--- src/rtl/vgrt_pkg.sv ---
`default_nettype none
package vgrt_pkg;

	localparam int FRAC    = 16;
	localparam int POS_W   = 24;
	localparam int DIR_W   = 16;
	localparam int DIST_W  = 24;
	localparam int VOX_W   = 11;
	localparam int Q_W     = FRAC + 1;
	localparam int SQ_W    = 2 * DIR_W;
	localparam int SQRT_IW = SQ_W + 16;
	localparam int LEN_W   = SQRT_IW / 2;
	localparam int DIV_NW  = DIR_W + FRAC + 8;
	localparam int DIV_DW  = 24;
	localparam int MUL_W   = 24;
	localparam int PROD_W  = 2 * MUL_W;

	localparam logic [DIST_W-1:0] DMAX = '1;
	localparam logic [Q_W-1:0]    ONE  = Q_W'(1) << FRAC;
	localparam logic [DIST_W-1:0] MAXD_RESET = 24'd6553600;

	localparam logic REQ_WRITE = 1'b0;
	localparam logic REQ_CAST  = 1'b1;

	typedef logic [1:0] axis_t;
	localparam axis_t AXIS_X = 2'd0;
	localparam axis_t AXIS_Y = 2'd1;
	localparam axis_t AXIS_Z = 2'd2;

	typedef enum logic [4:0] {
		ST_CLEAR, ST_IDLE, ST_SQ_MUL, ST_SQ_ACC, ST_ZCHK, ST_SQRT_GO, ST_SQRT_RUN,
		ST_DQ_GO, ST_DQ_RUN, ST_DD_GO, ST_DD_RUN, ST_SIDE_MUL, ST_SIDE_SET,
		ST_T0, ST_STEP, ST_RD, ST_TST, ST_HP_MUL, ST_HP_ADD, ST_HIT, ST_MISS
	} state_t;

	typedef enum logic [4:0] {
		OP_NONE, OP_CLEAR, OP_WRITE, OP_LOAD, OP_MUL_SQ, OP_ACC_SQ, OP_SQRT_GO,
		OP_SET_LEN, OP_DIVQ_GO, OP_SET_Q, OP_DIVD_GO, OP_SET_D, OP_MUL_SIDE,
		OP_SET_SIDE, OP_STEP, OP_MUL_HP, OP_SET_HP, OP_OUT_HIT, OP_OUT_MISS
	} dp_op_t;

	typedef struct packed {
		dp_op_t op;
		axis_t  axis;
	} cmd_t;

	typedef struct packed {
		logic sq_zero;
		logic sqrt_done;
		logic div_done;
		logic quo_zero;
		logic clr_last;
		logic reached;
		logic solid;
	} status_t;

endpackage
`default_nettype wire

--- src/rtl/vgrt_ctrl.sv ---
`default_nettype none
module vgrt_ctrl
	import vgrt_pkg::*;
(
	input  wire logic    clk,
	input  wire logic    arst_n,
	input  wire logic    start,
	input  wire logic    req_type,
	input  wire status_t st,
	output logic         busy,
	output logic         done,
	output cmd_t         cmd
);
	state_t state_q, state_d;
	axis_t  axis_q, axis_d;
	logic   done_q, done_d;
	logic   last_ax;

	assign last_ax = (axis_q == AXIS_Z);

	always_comb begin
		state_d = state_q;
		axis_d  = axis_q;
		case (state_q)
			ST_CLEAR: begin
				if (st.clr_last) state_d = ST_IDLE;
			end
			ST_IDLE: begin
				if (start && (req_type == REQ_CAST)) begin
					state_d = ST_SQ_MUL;
					axis_d  = AXIS_X;
				end
			end
			ST_SQ_MUL: state_d = ST_SQ_ACC;
			ST_SQ_ACC: begin
				if (last_ax) begin
					state_d = ST_ZCHK;
				end else begin
					state_d = ST_SQ_MUL;
					axis_d  = axis_q + axis_t'(1);
				end
			end
			ST_ZCHK: state_d = st.sq_zero ? ST_MISS : ST_SQRT_GO;
			ST_SQRT_GO: state_d = ST_SQRT_RUN;
			ST_SQRT_RUN: begin
				if (st.sqrt_done) begin
					state_d = ST_DQ_GO;
					axis_d  = AXIS_X;
				end
			end
			ST_DQ_GO: state_d = ST_DQ_RUN;
			ST_DQ_RUN: begin
				if (st.div_done) begin
					if (!st.quo_zero) begin
						state_d = ST_DD_GO;
					end else if (last_ax) begin
						state_d = ST_T0;
					end else begin
						state_d = ST_DQ_GO;
						axis_d  = axis_q + axis_t'(1);
					end
				end
			end
			ST_DD_GO: state_d = ST_DD_RUN;
			ST_DD_RUN: begin
				if (st.div_done) state_d = ST_SIDE_MUL;
			end
			ST_SIDE_MUL: state_d = ST_SIDE_SET;
			ST_SIDE_SET: begin
				if (last_ax) begin
					state_d = ST_T0;
				end else begin
					state_d = ST_DQ_GO;
					axis_d  = axis_q + axis_t'(1);
				end
			end
			ST_T0: state_d = st.reached ? ST_MISS : ST_STEP;
			ST_STEP: state_d = ST_RD;
			ST_RD: state_d = ST_TST;
			ST_TST: begin
				if (st.reached) begin
					state_d = ST_MISS;
				end else if (st.solid) begin
					state_d = ST_HP_MUL;
					axis_d  = AXIS_X;
				end else begin
					state_d = ST_STEP;
				end
			end
			ST_HP_MUL: state_d = ST_HP_ADD;
			ST_HP_ADD: begin
				if (last_ax) begin
					state_d = ST_HIT;
				end else begin
					state_d = ST_HP_MUL;
					axis_d  = axis_q + axis_t'(1);
				end
			end
			ST_HIT: state_d = ST_IDLE;
			ST_MISS: state_d = ST_IDLE;
			default: state_d = ST_IDLE;
		endcase
	end

	always_comb begin
		cmd.axis = axis_q;
		cmd.op   = OP_NONE;
		done_d   = 1'b0;
		case (state_q)
			ST_CLEAR: cmd.op = OP_CLEAR;
			ST_IDLE: begin
				if (start) begin
					if (req_type == REQ_CAST) begin
						cmd.op = OP_LOAD;
					end else begin
						cmd.op = OP_WRITE;
						done_d = 1'b1;
					end
				end
			end
			ST_SQ_MUL:   cmd.op = OP_MUL_SQ;
			ST_SQ_ACC:   cmd.op = OP_ACC_SQ;
			ST_SQRT_GO:  cmd.op = OP_SQRT_GO;
			ST_SQRT_RUN: cmd.op = st.sqrt_done ? OP_SET_LEN : OP_NONE;
			ST_DQ_GO:    cmd.op = OP_DIVQ_GO;
			ST_DQ_RUN:   cmd.op = st.div_done ? OP_SET_Q : OP_NONE;
			ST_DD_GO:    cmd.op = OP_DIVD_GO;
			ST_DD_RUN:   cmd.op = st.div_done ? OP_SET_D : OP_NONE;
			ST_SIDE_MUL: cmd.op = OP_MUL_SIDE;
			ST_SIDE_SET: cmd.op = OP_SET_SIDE;
			ST_STEP:     cmd.op = OP_STEP;
			ST_HP_MUL:   cmd.op = OP_MUL_HP;
			ST_HP_ADD:   cmd.op = OP_SET_HP;
			ST_HIT: begin
				cmd.op = OP_OUT_HIT;
				done_d = 1'b1;
			end
			ST_MISS: begin
				cmd.op = OP_OUT_MISS;
				done_d = 1'b1;
			end
			default: cmd.op = OP_NONE;
		endcase
	end

	always_ff @(posedge clk or negedge arst_n) begin
		if (!arst_n) begin
			state_q <= ST_CLEAR;
			axis_q  <= AXIS_X;
			done_q  <= 1'b0;
		end else begin
			state_q <= state_d;
			axis_q  <= axis_d;
			done_q  <= done_d;
		end
	end

	assign busy = (state_q != ST_IDLE);
	assign done = done_q;
endmodule
`default_nettype wire
--- config.mk ---
export PLATFORM = sky130hd
export DESIGN_NAME = vgrt_ctrl
export DESIGN_NICKNAME = d
export VERILOG_FILES = /design/src/rtl/vgrt_pkg.sv /design/src/rtl/vgrt_ctrl.sv
export SDC_FILE = /design/constraint.sdc
export NUM_CORES = 1
export LEC_CHECK = 0
export BUFFER_PORTS_ARGS = -buffer_cell sky130_fd_sc_hd__buf_2
export CORE_ASPECT_RATIO = 1.4
export CORE_MARGIN = 1
export CORE_UTILIZATION = 55
export DETAILED_ROUTE_END_ITERATION = 12
export GPL_TIMING_DRIVEN = 0
export PLACE_DENSITY = 0.87
export SYNTH_ARGS = -nofsm -noshare
export SYNTH_HDL_FRONTEND = slang
export SYNTH_SLANG_ARGS = --single-unit
--- constraint.sdc ---
create_clock -name clk -period 2.5 [get_ports clk]
set_clock_uncertainty 0.1 [all_clocks]
set_input_delay 0.125 -clock clk [delete_from_list [all_inputs] [get_ports clk]]
set_output_delay 0.125 -clock clk [all_outputs]
set_load 0.01 [all_outputs]
# Yosys cells after proc, flatten, opt, wreduce, memory -nomap -nowiden
# Cells that the tools add are included.
dict set report word_totals {
  reg_bits 8
  inputBits 11
  elab_cells 72
}
dict set report op_classes {
  add_sub_neg 1
  n_eq_ne 30
  n_mux 31
  n_reduce_logical 7
}
# cell count
set ops {}
lappend ops {{5-bit one-hot mux with 19 select lines} 1}
lappend ops {{5-bit one-hot mux with 17 select lines} 1}
lappend ops {{5-bit 2-to-1 mux} 9}
lappend ops {{5-bit by 4-bit equality test with 1-bit output, second input constant} 8}
lappend ops {{5-bit equality test, second input constant} 5}
lappend ops {{5-bit by 3-bit equality test with 1-bit output, second input constant} 4}
lappend ops {{2-bit 2-to-1 mux} 9}
lappend ops {{4-bit 2-to-1 mux} 4}
lappend ops {{2-bit != test, second input constant} 8}
lappend ops {{5-bit by 2-bit equality test with 1-bit output, second input constant} 2}
lappend ops {{2-bit one-hot mux with 5 select lines} 1}
lappend ops {{7-bit AND reduction} 1}
lappend ops {{3-bit 2-to-1 mux} 2}
lappend ops {{5-bit by 1-bit equality test with 1-bit output, second input constant} 1}
lappend ops {{5-bit zero test} 1}
lappend ops {{5-bit by 1-bit != test with 1-bit output, second input constant} 1}
lappend ops {{5-bit AND reduction} 1}
lappend ops {{5-bit nonzero test} 1}
lappend ops {{1-bit 2-to-1 mux} 3}
lappend ops {{3-bit OR reduction} 1}
lappend ops {{2-bit by 1-bit adder with 2-bit output, second input constant} 1}
lappend ops {{2-bit equality test, second input constant} 1}
lappend ops {{1-bit one-hot mux with 2 select lines} 1}
lappend ops {{2-bit OR reduction} 1}
lappend ops {{1-bit logical AND} 1}

# Depth between registers and ports, before layout
# Gate-level depths: netlist of run 1.
dict set report logic_depth {
  depth_word 5
  ltp_mapped 8
  depth_no_buf 7
}

# Worst setup path before layout of run 1
# OpenSTA, ideal clock, no wires.
dict set report synth_timing {
  kind {reg-to-reg}
  startpoint {reg axis_q[0]}
  endpoint {reg axis_q[0]}
  setup_time_ns 0.128
  arrival_ns 1.657
  required_time_ns 2.272
  setup_slack_ns 0.615
  stages_incl_launch_ff 8
  cell_sequence {dfrtp_1 > inv_1 > ha_1 > nand3b_1 > nand4_1 > o21ai_1 > nor4_4 > mux2_1}
}
dict set report synth_between {
  elab_chain_len 5
}
# item line
set synth_rtl {}
lappend synth_rtl {{from (decl)} vgrt_ctrl.sv:15} ;# axis_t axis_q, axis_d;
lappend synth_rtl {{from (signal assigned)} vgrt_ctrl.sv:153} ;# axis_q <= axis_d;
lappend synth_rtl {{2-bit by 1-bit adder with 2-bit output or 2-bit equality test (tied branches)} --}
lappend synth_rtl {{2-bit 2-to-1 mux (*)} --}
lappend synth_rtl {{2-bit 2-to-1 mux} vgrt_ctrl.sv:54} ;# if (!st.quo_zero) begin
lappend synth_rtl {{2-bit 2-to-1 mux} vgrt_ctrl.sv:53} ;# if (st.div_done) begin
lappend synth_rtl {{2-bit one-hot mux with 5 select lines (*)} vgrt_ctrl.sv:24} ;# case (state_q)
# Mark *: on every way between the ends. The rest lies on a longest branch, timed or not. The select of a mux whose other input is x is not followed.
# A chain may end at the register's enable or synchronous reset.

==> flow_summary_export.csv, run 1 <==
group,metric,value,unit
run_status,status,"finished, final reports clean",
worst_setup_path,required,2280,ps
timing,fin_setup_tns,0,ps
global_routing,grt_pass1_vias,1211,
timing,timing.fmax,0.447,GHz
layout,drive_above_1_share,0.274,
clock_tree,cts_setup_buffers,0,
worst_setup_path,end_kind,"output pin",
yosys,yosys_most_used_dff,"dfrtp_1",
detailed_routing,vias,1345,
pwr,irDropWorstVdd,0.000832,V
layout,layout.nets,189,
timing,grt_setup_unrepaired,"false",
floorplanning,ioPinCount,20,
place,dpl_cell_area,1220,um^2
worst_setup_path,cpMaxStageDelayCell,"dfrtp_1",
clock_tree,clkTransAtPathRegs,60,ps
place,pre_cts_ws,505,ps
worst_hold_path,min_path_type,"in -> reg",
worst_hold_path,min_path_cells,3,
timing,fin_ws,263,ps
layout,fin_area,1260,um^2
worst_setup_path,arrival,2010,ps
floorplanning,die-height,54.9,um
yosys,ys_seq_area_frac,0.182,
timing,relSlewSlack,0.618,
yosys,synth_seq_cells,8,
detailed_routing,wl_per_cell,17.4,um
detailed_routing,drtIter0Drc,80,
pwr,power_leakage,0.529,nW
place,portBuffers,19,
global_routing,grt.met3_usage,0.0520,
global_routing,grt.overflow.total,0,
clock_tree,clock_path_buffers,2,
layout,area_growth,14.8,%
flow_run,max-cap-violations,0,
floorplanning,start_util,0.603,
place,dpl.cell_count,190,
place,gp_congestion,0.971,
clock_tree,cts.sink_count,8,
layout,stdcell_count,195,
worst_setup_path,critical_path.startpoint_type,"flop",
layout,diodes,0,
worst_setup_path,crit_chain,"buf_2, buf_2, buf_2, o21ai_1, a221oi_1, o22ai_1, buf_2",
detailed_routing,dr.pass1.iters,5,
clock_tree,cts_max_level,1,
place,post-dp-hpwl,2600,um
yosys,synth.net_count,163,
clock_tree,cts_buffers,3,
detailed_routing,wirelength,3390,um
yosys,synth.avg_cell_area,7.28,um^2
global_routing,grt_usage,0.354,
clock_tree,cts-root-buf,"clkbuf_4",
detailed_routing,via_per_inst,6.90,
timing,setup_viol,0,
floorplanning,coreArea,1820,um^2
worst_setup_path,cpMostUsedCell,"buf_2",
clock_tree,cts_tree,"yes",
global_routing,use_met2,0.617,
pwr,total_power,0.00181,W
floorplanning,dieArea,2190,um^2
yosys,ys_warn_count,0,
global_routing,antenna_found_initial,0,
timing,period_share,0.895,
global_routing,grt_max_degree,11,
global_routing,grt_pass1_wl,5300,um
worst_setup_path,reg2regPathDepth,6,
global_routing,grt-busiest-layer,"met2",
detailed_routing,drc,0,
layout,layout_common_cells,"27 x buf_2, 14 x nand2_1, 9 x o21ai_1, 8 x a21oi_1, 8 x dfrtp_1",
floorplanning,fp-row-count,18,
yosys,synthArstFlopShare,1.00,
layout,fillers,163,
timing,drv_slew,0,
timing,post-route-min-period,2240,ps
detailed_routing,drtAntennaViolNets,0,
yosys,synth_edf_count,0,
worst_setup_path,path_max_fanout,10,
timing,hold_viol_final,0,
timing,worstMarginPinSlew,559,ps
pwr,p_per_area,1430,nW/um^2
worst_setup_path,critPathMaxStageDelay,350,ps
yosys,syn_inst,151,
floorplanning,chipWidth,39.8,um
global_routing,met1_usage,0.388,
worst_setup_path,critPathKind,"reg -> out",
clock_tree,postCtsResizedCells,0,
layout,final_common_cell,"buf_2",
clock_tree,insertion_delay,260,ps
yosys,synth_area,1100,um^2
yosys,synth_cell_type_count,52,
flip-flops by register name (all words and copies together) (netlist names):
register	cells
done	1
axis_q	2
state_q	5
kinds of logic (layout without fill, tap and decap cells):
group	count (synthesis)	count (layout)	share of synthesized area
AOI/OAI and AO/OA	53	53	0.322
xor gates and xnor gates	2	2	0.0159
adders and majority gates	1	1	0.0114
muxes	2	2	0.0205
DFF	8	8	0.182
and+or+nand+nor	66	66	0.357
buffers and inverters	19	43	0.0910
metrics by stage:
step,hold slack (ps),util
after global routing,132,0.692
final,116,0.692
after detailed placement,-124,0.669
after CTS,119,0.692
after global placement,-129,0.669
after floorplan,-271,-
final cells by class:
class / instances / area [um^2] / area share
Tap cell: 20 / 25.0 / 0.0198
Sequential cell: 8 / 200 / 0.159
Clock buffer: 3 / 22.5 / 0.0178
Multi-Input combinational cell: 124 / 800 / 0.633
Buffer: 13 / 77.6 / 0.0614
Timing Repair Buffer: 21 / 115 / 0.0912
Inverter: 6 / 22.5 / 0.0178
report_power, final:
| part | total (W) | internal (W) | leakage [nW] | switching (W) |
|---|---|---|---|---|
| Combinational | 0.00149 | 0.000590 | 0.410 | 0.000895 |
| Sequential | 0.000219 | 0.000183 | 0.105 | 0.0000356 |
| Clock | 0.000104 | 0.0000553 | 0.0138 | 0.0000492 |
| Total | 0.00181 | 0.000829 | 0.529 | 0.000980 |
critical path, delay by kind of cell, from the launching register on:
| kind | cells | cell delay, ps |
|---|---|---|
| compound gates | 3 | 480 |
| flops | 1 | 350 |
| buf+inv | 4 | 910 |
routing by layer:
layer,up-vias,share of wire
li1,618,-
met1,630,0.38
met2,81,0.51
met3,16,0.079
met4,0,0.032
met5,-,0
final timing paths:
path	from	endpoint	slack (ps)
max in group asynchronous	arst_n	state_q[3]	2010
min in group asynchronous	arst_n	axis_q[0]	130
hold reg to reg	axis_q[1]	axis_q[1]	430
hold / removal	start	done	120
setup reg to reg	state_q[0]	axis_q[0]	490
setup / recovery	state_q[3]	cmd[4]	260
cells in the mapped netlist (all sizes together) (2+ instances only):
library cell / instances / area share
o21ai: 16 / 0.073
nand2: 14 / 0.048
buf: 12 / 0.067
nor2: 9 / 0.035
a21oi: 8 / 0.036
dfrtp: 8 / 0.18
nand3: 7 / 0.032
nor3: 7 / 0.042
inv: 6 / 0.020
nand4: 5 / 0.028
nor2b: 5 / 0.033
nor3b: 5 / 0.039
a31oi: 4 / 0.023
nand2b: 4 / 0.023
o22ai: 4 / 0.023
a211oi: 3 / 0.025
a221oi: 3 / 0.024
nand3b: 3 / 0.020
or2: 3 / 0.017
mux2: 2 / 0.020
o211ai: 2 / 0.014
repair_timing:
item	in CTS	in global routing
hold buffers	2	0
setup endpoints to repair	0	0
hold endpoints to repair	9	0
No activity file was read; power rests on OpenSTA's default activity.
==> run 2, diff against run 1 <==
Settings changed: CELL_PAD_IN_SITES_DETAIL_PLACEMENT set to 2, CELL_PAD_IN_SITES_GLOBAL_PLACEMENT set to 2, CORE_UTILIZATION 55 to 31.
==> run 2 against run 1 <==
- design area is 2.9% higher
- clock power grew 52%
- sequential share of layout area fell by 0.44 points
==> flow_summary_export.csv, run 2 (synthesis gave the netlist of run 1 again) <==
group,metric,value,unit
run_status,status,"finished, final reports clean",
worst_setup_path,end_kind,"output pin",
detailed_routing,via_per_inst,5.94,
global_routing,grt_usage,0.248,
clock_tree,insertion_delay,230,ps
floorplanning,ioPinCount,20,
timing,post-route-min-period,2230,ps
timing,fin_setup_tns,0,ps
clock_tree,clock_path_buffers,2,
worst_setup_path,cpMaxStageDelayCell,"dfrtp_1",
place,portBuffers,19,
clock_tree,cts-root-buf,"clkbuf_8",
timing,period_share,0.894,
timing,drv_slew,0,
worst_hold_path,min_path_cells,2,
worst_setup_path,crit_chain,"clkbuf_4, buf_2, buf_2, o21ai_1, a221oi_1, o22ai_1, buf_2",
worst_setup_path,required,2280,ps
detailed_routing,wl_met2,2350,um
layout,drive_above_1_share,0.276,
worst_hold_path,min_path_type,"in -> reg",
layout,stdcell_count,214,
global_routing,grt_pass1_vias,1388,
worst_setup_path,r2r-start,"axis_q[0]",
worst_setup_path,path_max_fanout,10,
worst_setup_path,crit_family,"buffers and inverters",
detailed_routing,wl_met1,1810,um
timing,grt_setup_unrepaired,"false",
floorplanning,fp-row-count,25,
global_routing,grt.overflow.total,0,
place,post-dp-hpwl,3320,um
timing,setup_viol,0,
layout,final_common_cell,"buf_2",
floorplanning,chipWidth,52.3,um
detailed_routing,drtIter0Drc,34,
global_routing,grt_pass1_wl,7050,um
place,dpl.cell_count,210,
detailed_routing,wl_per_cell,20.2,um
worst_setup_path,timing.rr.end,"axis_q[1]",
pwr,power_leakage,0.532,nW
detailed_routing,dr.pass1.iters,4,
detailed_routing,vias,1272,
clock_tree,clkTransAtPathRegs,40,ps
layout,fillers,421,
detailed_routing,drc,0,
worst_setup_path,cpMostUsedCell,"buf_2",
detailed_routing,wirelength,4320,um
global_routing,grt_max_degree,11,
floorplanning,coreArea,3380,um^2
layout,largest_reg_flops,5,
clock_tree,cts_tree,"yes",
layout,area_growth,18.1,%
timing,timing.fmax,0.448,GHz
layout,ff_latch_area,200,um^2
worst_setup_path,critical_path.startpoint_type,"flop",
pwr,p_per_area,1480,nW/um^2
layout,layout.nets,188,
place,gp_congestion,0.841,
worst_hold_path,holdPathEnd,"done",
timing,worstMarginPinSlew,461,ps
timing,hold_viol_final,0,
floorplanning,dieArea,3790,um^2
layout,final_core_utilization,0.384,
floorplanning,die-height,72.5,um
worst_setup_path,path_buf_inv,4,
flow_run,max-cap-violations,0,
worst_setup_path,arrival,2010,ps
clock_tree,cts_max_level,1,
worst_setup_path,critPathMaxStageDelay,360,ps
layout,top_register,"state_q",
clock_tree,cts.sink_count,8,
pwr,irDropWorstVdd,0.000602,V
worst_setup_path,reg2regPathDepth,7,
floorplanning,start_util,0.326,
worst_setup_path,rrSetupSlack,490,ps
detailed_routing,drtAntennaViolNets,0,
global_routing,antenna_found_initial,0,
clock_tree,cts_buffers,3,
layout,diodes,0,
detailed_routing,dr.max_layer_used,"met4",
timing,relSlewSlack,0.693,
worst_setup_path,critPathKind,"reg -> out",
worst_hold_path,hold_start,"req_type",
layout,layout_common_cells,"26 x buf_2, 14 x nand2_1, 9 x o21ai_1, 8 x a21oi_1, 8 x dfrtp_1",
layout,multi_input_area,800,um^2
detailed_routing,wl_met3,86,um
==> run 2: cell count changes in the layout (fill, tap and decap cells not counted), sizes merged <==
cell,previous run,this run
buf,31,30
clkbuf,4,5
dlygate4sd3,2,1
==> run 2: metal layers <==
| metal | vias to the layer above | global-route usage |
|---|---|---|
| li1 | 616 | - |
| met1 | 625 | 0.287 |
| met2 | 24 | 0.463 |
| met3 | 7 | 0.0189 |
| met4 | 0 | 0.0789 |
| met5 | - | 0 |
==> run 2: per-stage QoR <==
step | hold WS [ps] | instance area [um^2] | worst slack, ps | power [W]
floorplan | -271 | 1100 | 615 | 0.00132
finish | 17.3 | 1300 | 266 | 0.00192
detailed placement | -114 | 1240 | 425 | 0.00175
CTS | 15.7 | 1300 | 169 | 0.00192
global placement | -117 | 1240 | 532 | 0.00169
global route | 24.2 | 1300 | 46.7 | 0.00208
==> run 2: what timing repair did <==
item / 4_1_cts / 5_1_grt
buffers inserted: 0 / 0
setup endpoints to repair: 0 / 1
hold endpoints to repair: 8 / 0
hold buffers: 1 / 0
gates resized for setup: 0 / 1
==> run 2: where the power goes <==
part           switching, W  internal (W)
Clock             0.0000534      0.000105
Sequential        0.0000337      0.000183
Combinational      0.000952      0.000594
Total               0.00104      0.000882
==> run 2: how the worst max path moves through the flow <==
stage	startpoint	end	slack, ps	cells after the start
final	state_q[3]	cmd[4]	270	7
after global placement	axis_q[0]	axis_q[1]	530	7
after floorplan	axis_q[0]	axis_q[0]	620	7
after CTS	state_q[3]	cmd[4]	170	7
after global routing	state_q[3]	cmd[4]	50	7
after detailed placement	state_q[3]	cmd[4]	420	7
==> run 2: cell type report <==
class                           instances  area share
Multi-Input combinational cell        124       0.616
Sequential cell                         8       0.154
Timing Repair Buffer                   20      0.0809
Buffer                                 13      0.0617
Tap cell                               40      0.0385
Clock buffer                            3      0.0318
Inverter                                6      0.0173
